===== config.mk =====
export PLATFORM = sky130hd
export DESIGN_NAME = modbus_rtu_gripper_frame_engine_unit
export DESIGN_NICKNAME = d
export VERILOG_FILES = /design/src/rtl/mrgfe_pkg.sv /design/src/rtl/mrgfe_crc16.sv /design/src/rtl/mrgfe_rx.sv /design/src/rtl/modbus_rtu_gripper_frame_engine_unit.sv
export VERILOG_INCLUDE_DIRS = /design/src /design/src/rtl
export SDC_FILE = /design/constraint.sdc
export NUM_CORES = 1
export LEC_CHECK = 0
export ABC_AREA = 1
export BUFFER_PORTS_ARGS = -buffer_cell sky130_fd_sc_hd__buf_2
export CORE_MARGIN = 2
export CORE_UTILIZATION = 35
export CTS_BUF_LIST = sky130_fd_sc_hd__clkbuf_8 sky130_fd_sc_hd__clkbuf_16
export DETAILED_ROUTE_END_ITERATION = 7
export GPL_TIMING_DRIVEN = 0
export HOLD_SLACK_MARGIN = 0.03
export PLACE_DENSITY_LB_ADDON = 0.2
export SETUP_SLACK_MARGIN = 0.3
export SLEW_MARGIN = 30
export SYNTH_ARGS = -nofsm -noshare
export SYNTH_HDL_FRONTEND = slang
export SYNTH_SLANG_ARGS = --single-unit
export TNS_END_PERCENT = 30

===== constraint.sdc =====
create_clock -name clock -period 4.3 [get_ports clock]
set_input_delay 0 -clock clock [delete_from_list [all_inputs] [get_ports clock]]
set_output_delay 0 -clock clock [all_outputs]
set_load 0.01 [all_outputs]

===== src/rtl/modbus_rtu_gripper_frame_engine_unit_assert.svh =====
// assertion macros for the gripper frame engine
// used by modbus_rtu_gripper_frame_engine_unit, no other dependencies
`ifndef MODBUS_RTU_GRIPPER_FRAME_ENGINE_UNIT_ASSERT_SVH
`define MODBUS_RTU_GRIPPER_FRAME_ENGINE_UNIT_ASSERT_SVH

// same-cycle implication
`define MRGFE_ASSERT_IMP(name, clk, rst, ante, cons) \
   name: assert property (@(posedge clk) disable iff (rst) (ante) |-> (cons)) \
      else $error("%m: check failed");

// next-cycle implication
`define MRGFE_ASSERT_NXT(name, clk, rst, ante, cons) \
   name: assert property (@(posedge clk) disable iff (rst) (ante) |=> (cons)) \
      else $error("%m: check failed");

`endif


===== src/rtl/mrgfe_pkg.sv =====
// shared types, codes and frame constants for the gripper frame engine
// no dependencies
package mrgfe_pkg;

   typedef enum logic [1:0] {
      FUNC_COMMAND = 2'd0,
      FUNC_STATUS  = 2'd1,
      FUNC_RX_BYTE = 2'd2
   } func_type;

   typedef enum logic [1:0] {
      KIND_TX       = 2'd0,
      KIND_STATUS   = 2'd1,
      KIND_BAD      = 2'd2,
      KIND_WRITE_OK = 2'd3
   } kind_type;

   typedef enum logic [1:0] {
      EXP_NONE  = 2'd0,
      EXP_WRITE = 2'd1,
      EXP_READ  = 2'd2
   } expect_type;

   typedef enum logic [1:0] {
      CRC_HOLD = 2'd0,
      CRC_INIT = 2'd1,
      CRC_FEED = 2'd2
   } crc_op_type;

   typedef enum logic [1:0] {
      ST_IDLE = 2'd0,
      ST_TX   = 2'd1,
      ST_RX   = 2'd2,
      ST_DONE = 2'd3
   } state_type;

   typedef struct packed {
      logic       restart;
      expect_type expect_code;
      logic       store;
   } rx_ctrl_type;

   typedef struct packed {
      expect_type expect_code;
      logic       feed_crc;
      logic       final_byte;
      logic       overrun;
   } rx_stat_type;

   localparam logic [15:0] CRC_SEED    = 16'hFFFF;
   localparam logic [15:0] CRC_POLY    = 16'hA001;
   localparam logic [7:0]  FN_WRITE    = 8'h10;
   localparam logic [7:0]  FN_READ     = 8'h03;
   localparam logic [3:0]  TX_LAST_WR  = 4'd14;
   localparam logic [3:0]  TX_LAST_RD  = 4'd7;
   localparam logic [3:0]  REPLY_LEN_WR = 4'd8;
   localparam logic [3:0]  REPLY_LEN_RD = 4'd11;
   localparam int          DATA_W      = 48;

   // header and payload bytes of both frames, crc bytes excluded
   function automatic logic [7:0] frame_byte(input logic is_write, input logic [3:0] idx,
                                             input logic [7:0] slave, input logic [7:0] ctrl,
                                             input logic [7:0] pos, input logic [7:0] speed,
                                             input logic [7:0] force_req);
      logic [7:0] b;
      b = 8'h00;
      case (idx)
         4'd0:  b = slave;
         4'd1:  b = is_write ? FN_WRITE : FN_READ;
         4'd2:  b = is_write ? 8'h03 : 8'h07;
         4'd3:  b = is_write ? 8'hE8 : 8'hD0;
         4'd5:  b = 8'h03;
         4'd6:  b = 8'h06;
         4'd7:  b = ctrl;
         4'd10: b = pos;
         4'd11: b = speed;
         4'd12: b = force_req;
         default: b = 8'h00;
      endcase
      return b;
   endfunction

endpackage


===== src/rtl/mrgfe_crc16.sv =====
// shared crc-16 unit: one register, one byte folded in per cycle while op is CRC_FEED
// depends on mrgfe_pkg
module mrgfe_crc16 (
   input  logic                 clock,
   input  logic                 reset,
   input  mrgfe_pkg::crc_op_type op,
   input  logic [7:0]           data,
   output logic [15:0]          crc
);

   logic [15:0] crc_ff;
   logic [15:0] crc_in;
   logic [15:0] fold;

   always_comb begin
      fold = crc_ff ^ {8'h00, data};
      for (int k = 0; k < 8; k++) begin
         if (fold[0]) begin
            fold = (fold >> 1) ^ mrgfe_pkg::CRC_POLY;
         end else begin
            fold = fold >> 1;
         end
      end
      case (op)
         mrgfe_pkg::CRC_INIT: crc_in = mrgfe_pkg::CRC_SEED;
         mrgfe_pkg::CRC_FEED: crc_in = fold;
         default:             crc_in = crc_ff;
      endcase
   end

   always_ff @(posedge clock) begin
      if (reset) begin
         crc_ff <= mrgfe_pkg::CRC_SEED;
      end else begin
         crc_ff <= crc_in;
      end
   end

   assign crc = crc_ff;

endmodule


===== src/rtl/mrgfe_rx.sv =====
// reply receiver: byte store, fill count and status parsing
// depends on mrgfe_pkg
module mrgfe_rx (
   input  logic                  clock,
   input  logic                  reset,
   input  mrgfe_pkg::rx_ctrl_type ctrl,
   input  logic [7:0]            rx_byte,
   input  logic [7:0]            slave_address,
   input  logic [15:0]           crc,
   output mrgfe_pkg::rx_stat_type stat,
   output mrgfe_pkg::kind_type   result_kind,
   output logic [mrgfe_pkg::DATA_W-1:0] result_data
);

   logic [7:0]            reply_bytes_ff [11];
   logic [3:0]            count_ff;
   logic [3:0]            count_in;
   mrgfe_pkg::expect_type expect_ff;
   mrgfe_pkg::expect_type expect_in;
   logic [3:0]            reply_len;
   logic [15:0]           got;
   logic                  crc_ok;
   logic [7:0]            s;

   always_comb begin
      count_in  = count_ff;
      expect_in = expect_ff;
      if (ctrl.restart) begin
         count_in  = 4'd0;
         expect_in = ctrl.expect_code;
      end else if (ctrl.store) begin
         count_in = count_ff + 4'd1;
      end
   end

   always_ff @(posedge clock) begin
      if (reset) begin
         count_ff  <= 4'd0;
         expect_ff <= mrgfe_pkg::EXP_NONE;
      end else begin
         count_ff  <= count_in;
         expect_ff <= expect_in;
      end
   end

   always_ff @(posedge clock) begin
      if (ctrl.store) begin
         reply_bytes_ff[count_ff] <= rx_byte;
      end
   end

   assign reply_len = (expect_ff == mrgfe_pkg::EXP_WRITE) ? mrgfe_pkg::REPLY_LEN_WR
                                                           : mrgfe_pkg::REPLY_LEN_RD;

   always_comb begin
      stat.expect_code = expect_ff;
      stat.feed_crc    = count_ff < (reply_len - 4'd2);
      stat.final_byte  = count_ff == (reply_len - 4'd1);
      stat.overrun     = count_ff >= reply_len;
   end

   // crc travels low byte first in the last two reply bytes
   assign got = (expect_ff == mrgfe_pkg::EXP_WRITE) ? {reply_bytes_ff[7], reply_bytes_ff[6]}
                                                     : {reply_bytes_ff[10], reply_bytes_ff[9]};
   assign crc_ok = got == crc;
   assign s = reply_bytes_ff[3];

   always_comb begin
      result_data = '0;
      if (expect_ff == mrgfe_pkg::EXP_WRITE) begin
         result_kind = crc_ok ? mrgfe_pkg::KIND_WRITE_OK : mrgfe_pkg::KIND_BAD;
      end else if (!crc_ok || reply_bytes_ff[0] != slave_address) begin
         result_kind = mrgfe_pkg::KIND_BAD;
      end else begin
         result_kind        = mrgfe_pkg::KIND_STATUS;
         result_data[8]     = s[0];
         result_data[9]     = s[3];
         result_data[11:10] = s[5:4];
         result_data[13:12] = s[7:6];
         result_data[17:14] = reply_bytes_ff[5][3:0];
         result_data[21:18] = reply_bytes_ff[5][7:4];
         result_data[29:22] = reply_bytes_ff[6];
         result_data[37:30] = reply_bytes_ff[7];
         result_data[45:38] = reply_bytes_ff[8];
      end
   end

endmodule


===== src/rtl/modbus_rtu_gripper_frame_engine_unit.sv =====
// top level of the modbus rtu gripper frame engine: sequencer and result register
// depends on mrgfe_pkg, mrgfe_crc16, mrgfe_rx and the assertion macro header
//
// usage: items enter on the req_ channel, results leave on the rsp_ channel.
// req_tuser selects the item: command frame, status request or received byte.
// a command emits 15 transmit items, a status request 8, one per cycle while
// the receiver keeps rsp_tready high; the last one carries rsp_tlast.
// a frame's first byte reaches the output register once the sequencer has
// entered its transmit state, and the frame holds the block until its last
// byte is loaded; header and payload bytes pass through the one shared crc register.
// a received byte passes through the receive state; the byte that completes
// a reply goes on to the done state and yields one result item (good status,
// bad frame or write confirmed), which the done state loads into the output register.
// req_tready is high only while the sequencer is idle, so a new item waits
// until the current one is fully handed to the output register.
// when rsp_tready is low the output register holds its item and the
// sequencer pauses; nothing is dropped.
// reset (synchronous) clears the sequencer, the output valid flag and the receiver
// state and reloads the crc seed; the slave address returns to 9.
// csr_wen writes csr_wdata into the slave address; write only while idle.
module modbus_rtu_gripper_frame_engine_unit (
   input  logic        clock,
   input  logic        reset,
   input  logic        req_tvalid,
   output logic        req_tready,
   // activate, go, auto_release, auto_release_dir, position, speed, force_req, rx_byte
   input  logic [39:0] req_tdata,
   // func
   input  logic [1:0]  req_tuser,
   output logic        rsp_tvalid,
   input  logic        rsp_tready,
   // byte_out, activated, go_echo, gripper_state, object_state, fault_software,
   // fault_hardware, pos_echo, finger_position, motor_current
   output logic [47:0] rsp_tdata,
   // kind
   output logic [1:0]  rsp_tuser,
   output logic        rsp_tlast,
   input  logic        csr_wen,
   input  logic [7:0]  csr_wdata
);

   `include "modbus_rtu_gripper_frame_engine_unit_assert.svh"

   mrgfe_pkg::state_type   state_ff, state_in;
   mrgfe_pkg::rx_ctrl_type rx_ctrl;
   mrgfe_pkg::rx_stat_type rx_stat;
   mrgfe_pkg::kind_type    result_kind;
   mrgfe_pkg::crc_op_type  crc_op;
   mrgfe_pkg::func_type    func;

   logic [7:0]  slave_ff;
   logic [3:0]  idx_ff, idx_in;
   logic        is_write_ff, is_write_in;
   logic [7:0]  ctrl_ff, pos_ff, speed_ff, force_ff, rx_byte_ff;
   logic        rsp_valid_ff, rsp_valid_in;
   logic [1:0]  rsp_kind_ff, rsp_kind_in;
   logic        rsp_last_ff, rsp_last_in;
   logic [47:0] rsp_data_ff, rsp_data_in;
   logic [47:0] result_data;
   logic [15:0] crc;
   logic [7:0]  crc_byte, tx_byte;
   logic [3:0]  last_idx;
   logic        accept, out_free, load;

   assign req_tready = state_ff == mrgfe_pkg::ST_IDLE;
   assign accept     = req_tvalid && req_tready;
   assign func       = mrgfe_pkg::func_type'(req_tuser);
   assign out_free   = !rsp_valid_ff || rsp_tready;
   assign last_idx   = is_write_ff ? mrgfe_pkg::TX_LAST_WR : mrgfe_pkg::TX_LAST_RD;

   always_comb begin
      if (idx_ff == last_idx - 4'd1) begin
         tx_byte = crc[7:0];
      end else if (idx_ff == last_idx) begin
         tx_byte = crc[15:8];
      end else begin
         tx_byte = mrgfe_pkg::frame_byte(is_write_ff, idx_ff, slave_ff, ctrl_ff,
                                         pos_ff, speed_ff, force_ff);
      end
   end

   assign crc_byte = (state_ff == mrgfe_pkg::ST_TX) ? tx_byte : rx_byte_ff;

   always_comb begin
      state_in            = state_ff;
      idx_in              = idx_ff;
      is_write_in         = is_write_ff;
      crc_op              = mrgfe_pkg::CRC_HOLD;
      rx_ctrl.restart     = 1'b0;
      rx_ctrl.expect_code = mrgfe_pkg::EXP_NONE;
      rx_ctrl.store       = 1'b0;
      load                = 1'b0;
      rsp_kind_in         = mrgfe_pkg::KIND_TX;
      rsp_last_in         = 1'b0;
      rsp_data_in         = '0;
      unique case (state_ff)
         mrgfe_pkg::ST_IDLE: begin
            if (accept) begin
               case (func) inside
                  mrgfe_pkg::FUNC_COMMAND, mrgfe_pkg::FUNC_STATUS: begin
                     is_write_in         = func == mrgfe_pkg::FUNC_COMMAND;
                     idx_in              = 4'd0;
                     crc_op              = mrgfe_pkg::CRC_INIT;
                     rx_ctrl.restart     = 1'b1;
                     rx_ctrl.expect_code = (func == mrgfe_pkg::FUNC_COMMAND)
                                           ? mrgfe_pkg::EXP_WRITE : mrgfe_pkg::EXP_READ;
                     state_in            = mrgfe_pkg::ST_TX;
                  end
                  mrgfe_pkg::FUNC_RX_BYTE: begin
                     // bytes with no reply pending are dropped
                     if (rx_stat.expect_code == mrgfe_pkg::EXP_WRITE ||
                         rx_stat.expect_code == mrgfe_pkg::EXP_READ) begin
                        state_in = mrgfe_pkg::ST_RX;
                     end
                  end
                  default: ;
               endcase
            end
         end
         mrgfe_pkg::ST_TX: begin
            if (out_free) begin
               load           = 1'b1;
               rsp_data_in[7:0] = tx_byte;
               rsp_last_in    = idx_ff == last_idx;
               idx_in         = idx_ff + 4'd1;
               if (idx_ff < last_idx - 4'd1) begin
                  crc_op = mrgfe_pkg::CRC_FEED;
               end else if (idx_ff == last_idx) begin
                  crc_op   = mrgfe_pkg::CRC_INIT;
                  state_in = mrgfe_pkg::ST_IDLE;
               end
            end
         end
         mrgfe_pkg::ST_RX: begin
            if (rx_stat.overrun) begin
               rx_ctrl.restart = 1'b1;
               crc_op          = mrgfe_pkg::CRC_INIT;
               state_in        = mrgfe_pkg::ST_IDLE;
            end else begin
               rx_ctrl.store = 1'b1;
               if (rx_stat.feed_crc) begin
                  crc_op = mrgfe_pkg::CRC_FEED;
               end
               state_in = rx_stat.final_byte ? mrgfe_pkg::ST_DONE : mrgfe_pkg::ST_IDLE;
            end
         end
         mrgfe_pkg::ST_DONE: begin
            if (out_free) begin
               load            = 1'b1;
               rsp_kind_in     = result_kind;
               rsp_data_in     = result_data;
               rx_ctrl.restart = 1'b1;
               crc_op          = mrgfe_pkg::CRC_INIT;
               state_in        = mrgfe_pkg::ST_IDLE;
            end
         end
         default: state_in = mrgfe_pkg::ST_IDLE;
      endcase
      rsp_valid_in = load || (rsp_valid_ff && !rsp_tready);
   end

   always_ff @(posedge clock) begin
      if (reset) begin
         state_ff     <= mrgfe_pkg::ST_IDLE;
         rsp_valid_ff <= 1'b0;
         slave_ff     <= 8'd9;
         idx_ff       <= 4'd0;
         is_write_ff  <= 1'b0;
      end else begin
         state_ff     <= state_in;
         rsp_valid_ff <= rsp_valid_in;
         idx_ff       <= idx_in;
         is_write_ff  <= is_write_in;
         if (csr_wen) begin
            slave_ff <= csr_wdata;
         end
      end
   end

   always_ff @(posedge clock) begin
      if (accept) begin
         ctrl_ff    <= {2'b00, req_tdata[3], req_tdata[2], req_tdata[1], 2'b00, req_tdata[0]};
         pos_ff     <= req_tdata[11:4];
         speed_ff   <= req_tdata[19:12];
         force_ff   <= req_tdata[27:20];
         rx_byte_ff <= req_tdata[35:28];
      end
      if (load) begin
         rsp_kind_ff <= rsp_kind_in;
         rsp_last_ff <= rsp_last_in;
         rsp_data_ff <= rsp_data_in;
      end
   end

   mrgfe_crc16 u_crc (
      .clock (clock),
      .reset (reset),
      .op    (crc_op),
      .data  (crc_byte),
      .crc   (crc)
   );

   mrgfe_rx u_rx (
      .clock         (clock),
      .reset         (reset),
      .ctrl          (rx_ctrl),
      .rx_byte       (rx_byte_ff),
      .slave_address (slave_ff),
      .crc           (crc),
      .stat          (rx_stat),
      .result_kind   (result_kind),
      .result_data   (result_data)
   );

   assign rsp_tvalid = rsp_valid_ff;
   assign rsp_tuser  = rsp_kind_ff;
   assign rsp_tlast  = rsp_last_ff;
   assign rsp_tdata  = rsp_data_ff;

   // a frame byte is handed to the output whenever it has room
   `MRGFE_ASSERT_NXT(a_tx_emits, clock, reset,
      state_ff == mrgfe_pkg::ST_TX && out_free,
      rsp_tvalid && rsp_tuser == mrgfe_pkg::KIND_TX)
   // only transmit items close a frame
   `MRGFE_ASSERT_IMP(a_last_is_tx, clock, reset,
      rsp_tvalid && rsp_tlast, rsp_tuser == mrgfe_pkg::KIND_TX)
   // a command restarts the crc and arms the write reply
   `MRGFE_ASSERT_NXT(a_cmd_arms, clock, reset,
      accept && func == mrgfe_pkg::FUNC_COMMAND,
      crc == mrgfe_pkg::CRC_SEED && rx_stat.expect_code == mrgfe_pkg::EXP_WRITE)
   // after a reply result the receiver is back to idle
   `MRGFE_ASSERT_NXT(a_done_idle, clock, reset,
      state_ff == mrgfe_pkg::ST_DONE && out_free,
      state_ff == mrgfe_pkg::ST_IDLE && rx_stat.expect_code == mrgfe_pkg::EXP_NONE)

endmodule

==> Flow_metrics.wiki, run 1 <==
{| class="wikitable"
! Metric !! Value
|-
| Netlist area before placement || 8390 um^2
|-
| Most frequent cells in the layout || 171 x nand2_1, 147 x edfxtp_1, 109 x buf_2, 106 x inv_1, 95 x nor2_1
|-
| Pins Over Slew Limit || 0
|-
| Drt first pass iters || 5
|-
| Met3 global-route usage || 0.0293
|-
| Maximum level of the CTS H-tree || 4
|-
| Layout Skew || 0.0187 ns
|-
| DRT antenna net count || 0
|-
| Placer's final routability congestion estimate || 0.878
|-
| Data required, critical path || 4.61 ns
|-
| Maximum fanout encountered on the critical timing path || 12
|-
| Leak Pwr || 4.55 nW
|-
| Total I/O pin count || 108
|-
| Port Buf Inserts || 100
|-
| Via total after detailed routing || 6275
|-
| GR Layer Usage met2 || 0.277
|-
| Die Area || 25200 um^2
|-
| Number of antenna repair diodes || 0
|-
| Number of buffers inserted by post-CTS setup repair || 0
|-
| First-pass GRT wire length || 32600 um
|-
| Max Buffers Root-to-Sink || 2
|-
| Flip-flop and latch count after synthesis || 185
|-
| Routed length per instance || 15.4 um
|-
| Status || completed
|-
| DIE HEIGHT || 159 um
|-
| Clock Latency Late Sink || 0.45 ns
|-
| Number of standard-cell rows in the floorplan || 56
|-
| Cell area after layout || 10500 um^2
|-
| Max transition margin || 0.491
|-
| Most Used Layer, Global Route || met2
|-
| Worst Hold Margin || 0.0368 ns
|-
| Share of layout cells above drive strength 1 || 0.169
|-
| Leading cell type in the layout, fill and taps excluded || nand2_1
|-
| Critical Path Sink Type || flip-flop
|-
| Maximum number of pins on one net before global-route repair || 25
|-
| Detailed Route WL || 20700 um
|-
| GR Util met1 || 0.227
|-
| Synthesis-to-finish area growth || 25.7%
|-
| Least-Margin Pin Slew || 0.761 ns
|-
| # Max-Cap Violations || 0
|-
| Arrival @ worst endpoint || 4.05 ns
|-
| Unique masters post-synth || 38
|-
| Grt ovf || 0
|-
| Starting density of the core || 0.357
|-
| Vias per Instance || 4.67
|-
| Total power density per cell area || 430 nW/um^2
|-
| Standard cell core area || 23500 um^2
|-
| RSZ-0062 raised after global routing || true
|-
| Gate Count Post-Synth || 839
|-
| Category of the worst setup path launch point || flip-flop
|-
| Maximum operating frequency || 267 MHz
|-
| Number of violations reported at the end of detailed-routing iteration 0 || 469
|-
| Final setup violation count || 0
|-
| R2R Setup Slk || 0.56 ns
|-
| Net total in the final layout || 1085
|-
| Average cell area after synthesis || 10.0 um^2
|-
| Remaining design rule violation count || 0
|-
| Type of the most critical hold path || primary input to flip-flop
|-
| Tmin final || 3.74 ns
|-
| Die Span X || 159 um
|-
| Vias in the first global route || 6129
|-
| Cts bufs inserted || 17
|-
| Overall global routing resource usage || 0.167
|-
| Number of antenna violations at the first check in global routing || 0
|-
| Final cycle utilization of the critical path || 0.870
|-
| Final total power || 4.53 mW
|-
| Max rail drop VDD || 263 uV
|-
| Sequential fraction of the synthesis area || 0.617
|-
| Cell Area, Placed || 9400 um^2
|-
| Detail Placement HPWL || 14700 um
|-
| Buffer cell driving the clock tree root || clkbuf_16
|-
| Reg clk slew, reported paths || 0.07 ns
|-
| Clock tree sinks || 185
|-
| CTS tree || done
|-
| Final hold viol count || 0
|-
| Setup Crit Path Kind || flip-flop to flip-flop
|-
| YS warnings || 0
|}
cells in the mapped netlist, drive strengths merged:
cell,number,share of area
a211oi,2,0.0018
a21oi,31,0.018
a311oi,1,0.0010
a31oi,1,0.00075
buf,15,0.013
clkbuf,10,0.0045
clkinv,4,0.0018
conb,1,0.00045
dfxtp,38,0.091
edfxtp,147,0.53
ha,18,0.027
inv,108,0.048
nand2,171,0.077
nand3,50,0.030
nand4,18,0.013
nor2,107,0.056
nor3,4,0.0037
nor3b,2,0.0018
nor4,4,0.0037
o2111ai,1,0.0010
o211ai,13,0.012
o21ai,61,0.036
o21bai,2,0.0018
o22ai,2,0.0015
or2,2,0.0015
or4,1,0.00090
xnor2,4,0.0042
xor2,21,0.022
where the power goes:
part           total [mW]  switching, mW  internal (mW)  leakage [nW]
sequential           2.14         0.0844           2.05          1.68
clock                1.66          0.770          0.892         0.306
combinational       0.731          0.468          0.262          2.56
critical path, stage by stage, from the launching register on:
cell	delay, ns
dfxtp_1	0.31
inv_1	0.05
ha_2	0.30
inv_2	0.08
buf_6	0.14
buf_2	0.20
ha_1	0.32
nor2_1	0.05
nor2_1	0.08
a31oi_1	0.15
nor3_4	0.34
clkinv_2	0.24
o22ai_1	0.16
ha_1	0.34
inv_1	0.09
clkbuf_1	0.23
a21oi_1	0.15
o21ai_0	0.14
a21oi_1	0.14
o21ai_0	0.09
through the flow:
stage	cells	setup WS [ns]	TNS (ns)	util
floorplan	840	0.395	0	-
global route	1344	0.233	0	0.449
detailed placement	1262	-0.317	-3.78	0.400
CTS	1344	0.373	0	0.449
global placement	1259	-0.932	-14.21	0.396
finish	1344	0.557	0	0.449
layer usage:
layer,routed length [um],share of wire
met1,9720,0.47
met2,9800,0.47
met3,906,0.044
met4,261,0.013
met5,0,0
final cells by class:
class	count	area, um^2
sequential	185	5170
multi-input combinational	518	2680
clock buffer	17	425
tap	319	399
fill	2251	12900
clock inverter	15	208
inverter	112	422
buffer	25	150
timing repair buffer	153	1080
kinds of logic after synthesis:
group | Yosys count | share of synthesized area
other | 1 | 0.000447
buffers and inverters | 137 | 0.0677
adders and majority gates | 18 | 0.0268
and+or+nand+nor | 359 | 0.188
AOI/OAI and AO/OA | 114 | 0.0744
xor gates and xnor gates | 25 | 0.0261
DFF | 185 | 0.617
path summary, 6_finish.rpt:
| path | endpoint | startpoint | cells past startpoint |
|---|---|---|---|
| max | u_crc.crc[10]$_SDFFE_PP1P_ | u_rx.expect_ff[1]$_SDFFE_PP0P_ | 19 |
| min | slave_ff[7]$_SDFFE_PP0P_ | csr_wen | 3 |
| max reg2reg | u_crc.crc[10]$_SDFFE_PP1P_ | u_rx.expect_ff[1]$_SDFFE_PP0P_ | 19 |
| min reg2reg | u_rx.expect_ff[1]$_SDFFE_PP0P_ | u_rx.expect_ff[1]$_SDFFE_PP0P_ | 2 |
state kept, by name, indices dropped and copies added, names as in the netlist:
register and flops:
u_crc.crc 16, ctrl_ff 4, is_write_ff 1, force_ff 8
rsp_tvalid 1, u_rx.reply_bytes_ff 62, rx_byte_ff 8, rsp_tuser 2
rsp_tlast 1, u_rx.expect_ff 2, idx_ff 4, state_ff 2
speed_ff 8, pos_ff 8, rsp_tdata 46, u_rx.count_ff 4
slave_ff 8
what timing repair did:
item                                    in CTS  in global routing
endpoints found under the setup margin      48                 13
endpoints found under the hold margin       50                  0
pin swaps                                    0                  0
gates resized for setup                      4                  3
hold buffers                                50                  0
No activity file was read; power rests on OpenSTA's default activity.
==> run 2: changes to the inputs <==
--- a/config.mk
+++ b/config.mk
@@ -15,5 +15,4 @@
 export GPL_TIMING_DRIVEN = 0
-export HOLD_SLACK_MARGIN = 0.03
+export HOLD_SLACK_MARGIN = 0.1
 export PLACE_DENSITY_LB_ADDON = 0.2
-export SETUP_SLACK_MARGIN = 0.3
 export SLEW_MARGIN = 30
--- a/constraint.sdc
+++ b/constraint.sdc
@@ -3,2 +3,2 @@
 set_output_delay 0 -clock clock [all_outputs]
-set_load 0.01 [all_outputs]
+set_load 0.005 [all_outputs]
==> run 2 against run 1 <==
Via count shrank 0.33%; global-route usage up 0.44 points; critical path depth fell by 3; fmax fell by 3.7%; design area increased by 0.81%; core utilization is 0.36 points higher; flip-flop and latch count is the same; largest cell class unchanged.
==> Flow_metrics.wiki, run 2 (synthesis gave the netlist of run 1 again) <==
{| class="wikitable"
! Metric !! Value
|-
| Vias in the first global route || 6293 (was 6129)
|-
| Critical Path Sink Type || flip-flop (unchanged)
|-
| Maximum fanout encountered on the critical timing path || 12 (unchanged)
|-
| Buffer cell driving the clock tree root || clkbuf_16 (unchanged)
|-
| GR Util met1 || 0.234 (was 0.227)
|-
| Die Area || 25200 um^2 (unchanged)
|-
| Number of antenna repair diodes || 0 (unchanged)
|-
| Post-route setup TNS || 0 ns (unchanged)
|-
| Total power density per cell area || 426 nW/um^2 (was 430 nW/um^2)
|-
| Final setup violation count || 0 (unchanged)
|-
| Type of the most critical hold path || primary input to flip-flop (unchanged)
|-
| Max transition margin || 0.511 (was 0.491)
|-
| Met3 global-route usage || 0.0282 (was 0.0293)
|-
| Net total in the final layout || 1094 (was 1085)
|-
| Maximum operating frequency || 257 MHz (was 267 MHz)
|-
| Setup Crit Path Kind || flip-flop to flip-flop (unchanged)
|-
| DIE HEIGHT || 159 um (unchanged)
|-
| Status || completed (unchanged)
|-
| Number of antenna violations at the first check in global routing || 0 (unchanged)
|-
| Detailed Route WL || 20700 um (unchanged)
|-
| Placer's final routability congestion estimate || 0.888 (was 0.878)
|-
| CTS tree || done (unchanged)
|-
| Cell area after layout || 10600 um^2 (was 10500 um^2)
|-
| Share of layout cells above drive strength 1 || 0.163 (was 0.169)
|-
| Arrival @ worst endpoint || 4.17 ns (was 4.05 ns)
|-
| Reg clk slew, reported paths || 0.07 ns (about the same)
|-
| # Max-Cap Violations || 0 (unchanged)
|-
| Clock Latency Late Sink || 0.44 ns (was 0.45 ns)
|-
| Most Used Layer, Global Route || met2 (unchanged)
|-
| Number of standard-cell rows in the floorplan || 56 (unchanged)
|-
| Routed length per instance || 15.3 um (was 15.4 um)
|-
| Final cycle utilization of the critical path || 0.904 (was 0.870)
|-
| Pre-CTS setup slack || -0.292 ns (was -0.317 ns)
|-
| Clock tree sinks || 185 (unchanged)
|-
| Filler instances || 2230 (was 2251)
|-
| Final Worst Setup Slack || 0.415 ns (was 0.557 ns)
|-
| Max Buffers Root-to-Sink || 2 (unchanged)
|-
| Number of buffers inserted by post-CTS setup repair || 0 (unchanged)
|-
| Synthesis-to-finish area growth || 26.7% (was 25.7%)
|-
| Share of the core filled with cells || 0.453 (was 0.449)
|-
| Vias per Instance || 4.62 (was 4.67)
|-
| Maximum number of pins on one net before global-route repair || 25 (unchanged)
|-
| Remaining design rule violation count || 0 (unchanged)
|-
| Grt ovf || 0 (unchanged)
|-
| Starting density of the core || 0.357 (unchanged)
|-
| Total I/O pin count || 108 (unchanged)
|-
| Drt first pass iters || 4 (was 5)
|-
| Pins Over Slew Limit || 0 (unchanged)
|-
| Die Span X || 159 um (unchanged)
|-
| Data required, critical path || 4.58 ns (was 4.61 ns)
|-
| Via total after detailed routing || 6254 (was 6275)
|-
| Maximum level of the CTS H-tree || 4 (unchanged)
|-
| DRT antenna net count || 0 (unchanged)
|-
| Number of violations reported at the end of detailed-routing iteration 0 || 515 (was 469)
|-
| Max rail drop VDD || 259 uV (was 263 uV)
|-
| Largest register by flop count || u_rx.reply_bytes_ff (unchanged)
|-
| Overall global routing resource usage || 0.171 (was 0.167)
|-
| Layout Skew || 0.0128 ns (was 0.0187 ns)
|-
| RSZ-0062 raised after global routing || false (was true)
|-
| Least-Margin Pin Slew || 0.731 ns (was 0.761 ns)
|-
| Cell Area, Placed || 9400 um^2 (unchanged)
|-
| Port Buf Inserts || 100 (unchanged)
|-
| Detail Placement HPWL || 14700 um (about the same)
|-
| First-pass GRT wire length || 33600 um (was 32600 um)
|-
| Tmin final || 3.89 ns (was 3.74 ns)
|-
| Leading cell type in the layout, fill and taps excluded || nand2_1 (unchanged)
|-
| Final hold viol count || 0 (unchanged)
|-
| Most frequent cells in the layout || 171 x nand2_1, 147 x edfxtp_1, 109 x buf_2, 106 x inv_1, 95 x nor2_1 (unchanged)
|-
| Cts bufs inserted || 17 (unchanged)
|-
| Number of flip-flops under the largest register name || 62 (unchanged)
|-
| GR Layer Usage met2 || 0.283 (was 0.277)
|-
| Category of the worst setup path launch point || flip-flop (unchanged)
|-
| Standard cell core area || 23500 um^2 (unchanged)
|-
| Leak Pwr || 4.58 nW (was 4.55 nW)
|}
==> run 2: cell count changes in the layout (fill, tap and decap cells not counted), sizes merged <==
cell         before  now
inv             113  114
clkinv           11    9
clkinvlp          1    2
dlygate4sd3      50   59
==> run 2: per-layer routing <==
metal / wire length [um] / share of wire
met5: 0 / 0
met4: 303 / 0.015
met3: 730 / 0.035
met2: 9790 / 0.47
met1: 9860 / 0.48
==> run 2: final timing paths <==
kind	start	end	slack, ns	depth (start not counted)
max	u_rx.expect_ff[1]$_SDFFE_PP0P_	u_crc.crc[10]$_SDFFE_PP1P_	0.41	16
max reg2reg	u_rx.expect_ff[1]$_SDFFE_PP0P_	u_crc.crc[10]$_SDFFE_PP1P_	0.41	16
min reg2reg	u_rx.expect_ff[1]$_SDFFE_PP0P_	u_rx.expect_ff[1]$_SDFFE_PP0P_	0.47	2
min	csr_wen	slave_ff[3]$_SDFFE_PP1P_	0.14	4
==> run 2: layout make-up <==
type / instances / area [um^2] / share of cell area
Tap cell: 319 / 399 / 0.0375
Clock buffer: 17 / 425 / 0.0400
Sequential cell: 185 / 5170 / 0.487
Clock inverter: 15 / 209 / 0.0197
Inverter: 112 / 420 / 0.0395
Timing Repair Buffer: 162 / 1170 / 0.110
Buffer: 25 / 148 / 0.0139
Multi-Input combinational cell: 518 / 2680 / 0.252
==> run 2: where the power goes <==
| group | leakage, nW | internal [mW] | switching [mW] | total [mW] |
|---|---|---|---|---|
| logic | 2.60 | 0.266 | 0.454 | 0.721 |
| registers | 1.68 | 2.05 | 0.0848 | 2.14 |
| clock network | 0.300 | 0.893 | 0.774 | 1.67 |
| total | 4.58 | 3.21 | 1.31 | 4.52 |
==> run 2: through the flow <==
step	std cells	power (mW)	hold WS, ns
floorplan	840	2.59	0.0780
global placement	1259	2.82	0.177
detailed placement	1262	2.85	0.178
CTS	1353	4.55	0.127
global route	1353	4.74	0.234
finish	1353	4.52	0.143
==> run 2: worst max-delay path, cell delays in order (launching register included) <==
cell	delay, ns
dfxtp_1	0.31
inv_1	0.05
ha_1	0.39
inv_2	0.09
buf_6	0.15
buf_2	0.20
ha_1	0.32
nor2_1	0.05
nor2_1	0.08
a31oi_1	0.14
nor3_4	0.34
inv_2	0.18
o22ai_1	0.17
ha_1	0.34
inv_1	0.23
clkbuf_1	0.46
o21ai_0	0.23
==> run 2: what timing repair did <==
item                       CTS  global route
hold endpoints to repair    69             0
resized for setup            1             2
pin swaps                    0             0
hold buffers                59             0
setup endpoints to repair   15            16
==> run 3: changes to the inputs <==
PLACE_DENSITY = 0.6   (was not set)
PLACE_DENSITY_LB_ADDON = not set   (was 0.2)
==> run 3 against run 2 <==
Worst hold slack lost 0.020 ns; die area unchanged; combinational power about the same; global-route usage shrank 0.64 points; sequential power is essentially flat; flip-flop and latch count stayed put; clock power is 8% lower; routed wire length shrank 1.6%.
==> Flow_metrics.wiki, run 3 (synthesis gave the netlist of run 1 again) <==
{| class="wikitable"
! Metric !! Value
|-
| Drt first pass iters || 5 (was 4)
|-
| Total I/O pin count || 108 (unchanged)
|-
| Share of the core filled with cells || 0.450 (was 0.453)
|-
| Placer's final routability congestion estimate || 0.887 (was 0.888)
|-
| # Max-Cap Violations || 0 (unchanged)
|-
| Category of the worst setup path launch point || flip-flop (unchanged)
|-
| Maximum number of pins on one net before global-route repair || 27 (was 25)
|-
| Critical R2R Launch || u_rx.expect_ff[1]$_SDFFE_PP0P_ (unchanged)
|-
| Leak Pwr || 4.55 nW (was 4.58 nW)
|-
| Final cycle utilization of the critical path || 0.925 (was 0.904)
|-
| Grt ovf || 0 (unchanged)
|-
| Clock tree sinks || 185 (unchanged)
|-
| Number of violations reported at the end of detailed-routing iteration 0 || 502 (was 515)
|-
| Number of antenna repair diodes || 0 (unchanged)
|-
| Via total after detailed routing || 6371 (was 6254)
|-
| RSZ-0062 raised after global routing || false (unchanged)
|-
| Die Area || 25200 um^2 (unchanged)
|-
| Tmin final || 3.98 ns (was 3.89 ns)
|-
| Largest register by flop count || u_rx.reply_bytes_ff (unchanged)
|-
| Logic gate share of total power || 0.164 (was 0.159)
|-
| Vias per Instance || 4.71 (was 4.62)
|-
| Critical Path Sink Type || flip-flop (unchanged)
|-
| Reported net switching power || 1.30 mW (was 1.31 mW)
|-
| Pre-CTS setup slack || -0.254 ns (was -0.292 ns)
|-
| Maximum fanout encountered on the critical timing path || 12 (unchanged)
|-
| Beginning of the critical path || u_rx.expect_ff[1]$_SDFFE_PP0P_ (unchanged)
|-
| Least-Margin Pin Slew || 0.730 ns (was 0.731 ns)
|-
| Clock Latency Late Sink || 0.43 ns (was 0.44 ns)
|-
| Maximum operating frequency || 251 MHz (was 257 MHz)
|-
| Number of buffers inserted by post-CTS setup repair || 0 (unchanged)
|-
| Max rail drop VDD || 265 uV (was 259 uV)
|-
| Critical-path top delay cell || nor3_2 (was clkbuf_1)
|-
| Maximum level of the CTS H-tree || 4 (unchanged)
|-
| Number of standard-cell rows in the floorplan || 56 (unchanged)
|-
| Detailed Route WL || 20400 um (was 20700 um)
|-
| Routed wl met2 || 9480 um (was 9790 um)
|-
| Leading cell type in the layout, fill and taps excluded || nand2_1 (unchanged)
|-
| DRT antenna net count || 0 (unchanged)
|-
| Overall global routing resource usage || 0.165 (was 0.171)
|-
| CTS tree || done (unchanged)
|-
| Reg clk slew, reported paths || 0.07 ns (about the same)
|-
| Number of antenna violations at the first check in global routing || 0 (unchanged)
|-
| Post-route setup TNS || 0 ns (unchanged)
|-
| Type of the most critical hold path || primary input to flip-flop (unchanged)
|-
| Final setup violation count || 0 (unchanged)
|-
| Cell breakdown of the critical path || inv_1 -> ha_1 -> inv_2 -> buf_6 -> buf_2 -> ha_1 -> nor2_1 -> nor2_1 -> a31oi_1 -> nor3_2 -> inv_2 -> o22ai_1 -> ha_1 -> inv_1 -> clkbuf_1 -> o21ai_0 -> o211ai_1 (was inv_1 -> ha_1 -> inv_2 -> buf_6 -> buf_2 -> ha_1 -> nor2_1 -> nor2_1 -> a31oi_1 -> nor3_4 -> inv_2 -> o22ai_1 -> ha_1 -> inv_1 -> clkbuf_1 -> o21ai_0)
|-
| Sw frac || 0.295 (was 0.290)
|-
| Part of the power in registers || 0.486 (was 0.472)
|-
| Max transition margin || 0.512 (was 0.511)
|-
| Total power density per cell area || 416 nW/um^2 (was 426 nW/um^2)
|-
| Cts bufs inserted || 17 (unchanged)
|-
| Share of power burned in the clock network || 0.350 (was 0.368)
|-
| Die Span X || 159 um (unchanged)
|-
| Routed length per instance || 15.1 um (was 15.3 um)
|-
| Buffer cell driving the clock tree root || clkbuf_16 (unchanged)
|-
| Length of routed wiring on met1 || 9490 um (was 9860 um)
|-
| Final hold viol count || 0 (unchanged)
|-
| Highest cell delay on the worst timing path || 0.46 ns (about the same)
|-
| Detail Placement HPWL || 14500 um (was 14700 um)
|-
| First-pass GRT wire length || 32500 um (was 33600 um)
|-
| Number of flip-flops under the largest register name || 62 (unchanged)
|-
| Highest metal layer with signal wires || met4 (unchanged)
|-
| Met3 routed wirelength || 1030 um (was 730 um)
|-
| Port Buf Inserts || 100 (unchanged)
|-
| Internal power || 3.09 mW (was 3.21 mW)
|-
| Cell area after layout || 10600 um^2 (about the same)
|-
| Setup Crit Path Kind || flip-flop to flip-flop (unchanged)
|-
| Final Worst Setup Slack || 0.321 ns (was 0.415 ns)
|-
| Status || completed (unchanged)
|-
| Cell type with the highest occurrence count on the critical path || ha_1 (unchanged)
|-
| Startpoint of the tightest hold check path || csr_wen (unchanged)
|-
| Remaining design rule violation count || 0 (unchanged)
|-
| Cell Area, Placed || 9400 um^2 (unchanged)
|-
| Net total in the final layout || 1093 (was 1094)
|-
| Synthesis-to-finish area growth || 25.9% (was 26.7%)
|-
| Standard cell core area || 23500 um^2 (unchanged)
|-
| Most frequent cells in the layout || 171 x nand2_1, 147 x edfxtp_1, 109 x buf_2, 106 x inv_1, 95 x nor2_1 (unchanged)
|-
| Max Buffers Root-to-Sink || 2 (unchanged)
|-
| Layout Skew || 0.0107 ns (was 0.0128 ns)
|-
| Arrival @ worst endpoint || 4.33 ns (was 4.17 ns)
|-
| Filler instances || 2210 (was 2230)
|-
| Data required, critical path || 4.65 ns (was 4.58 ns)
|-
| DIE HEIGHT || 159 um (unchanged)
|-
| Share of layout cells above drive strength 1 || 0.164 (was 0.163)
|-
| Pins Over Slew Limit || 0 (unchanged)
|-
| Vias in the first global route || 6216 (was 6293)
|-
| Starting density of the core || 0.357 (unchanged)
|}
==> run 3: changes by cell type in the layout (fill, tap and decap cells not counted), sizes merged <==
| cell | previous run | this run |
|---|---|---|
| bufinv | 2 | 0 |
| inv | 114 | 116 |
| clkinv | 9 | 8 |
| clkinvlp | 2 | 3 |
| dlygate4sd3 | 59 | 58 |
==> run 3: per-stage QoR <==
stage | instances | total power, mW | hold slack, ns
after global placement | 1259 | 2.81 | 0.177
after floorplan | 840 | 2.59 | 0.0780
final | 1352 | 4.39 | 0.123
after CTS | 1352 | 4.41 | 0.107
after global routing | 1352 | 4.59 | 0.143
after detailed placement | 1262 | 2.84 | 0.178
==> run 3: cell type report <==
class                           instances  area [um^2]  area share
Buffer                                 25          148      0.0140
Clock buffer                           17          425      0.0403
Clock inverter                         15          154      0.0146
Inverter                              112          420      0.0398
Multi-Input combinational cell        518         2680       0.253
Sequential cell                       185         5170       0.490
Tap cell                              319          399      0.0378
Timing Repair Buffer                  161         1160       0.110
==> run 3: final timing paths <==
kind	cells after the start	to	slack (ns)
worst max register to register	17	u_crc.crc[2]$_SDFFE_PP1P_	0.32
worst min-delay path	3	slave_ff[5]$_SDFFE_PP0P_	0.12
worst max-delay path	17	u_crc.crc[2]$_SDFFE_PP1P_	0.32
worst min register to register	2	u_rx.expect_ff[1]$_SDFFE_PP0P_	0.47
==> run 3: what timing repair did <==
action / in CTS / in global routing
resized for setup: 1 / 1
cloned: 0 / 0
hold buffers: 58 / 0
endpoints found under the hold margin: 64 / 0
setup endpoints to repair: 14 / 14
==> run 3: power by group through the flow <==
stage	clock network (mW)	registers (mW)	logic (mW)
2_1_floorplan	0	2.15	0.440
3_3_place_gp	0	2.18	0.632
3_5_place_dp	0	2.18	0.665
4_1_cts	1.57	2.14	0.711
5_1_grt	1.63	2.15	0.808
6_report	1.54	2.14	0.720
==> run 3: per-layer routing <==
layer | track usage | vias up
met1 | 0.228 | 2968
met2 | 0.264 | 202
li1 | - | 3173
met4 | 0.0517 | 0
met5 | 0 | -
met3 | 0.0293 | 28
==> run 3: critical path: cells and delay by family, from the launching register on <==
family	cells	cell delay (ns)
AND/OR/NAND/NOR	3	0.60
adder cells (fa/ha/maj)	3	1.05
flip-flops	1	0.31
AO/OA/AOI/OAI	4	0.63
buffers and inverters	7	1.31
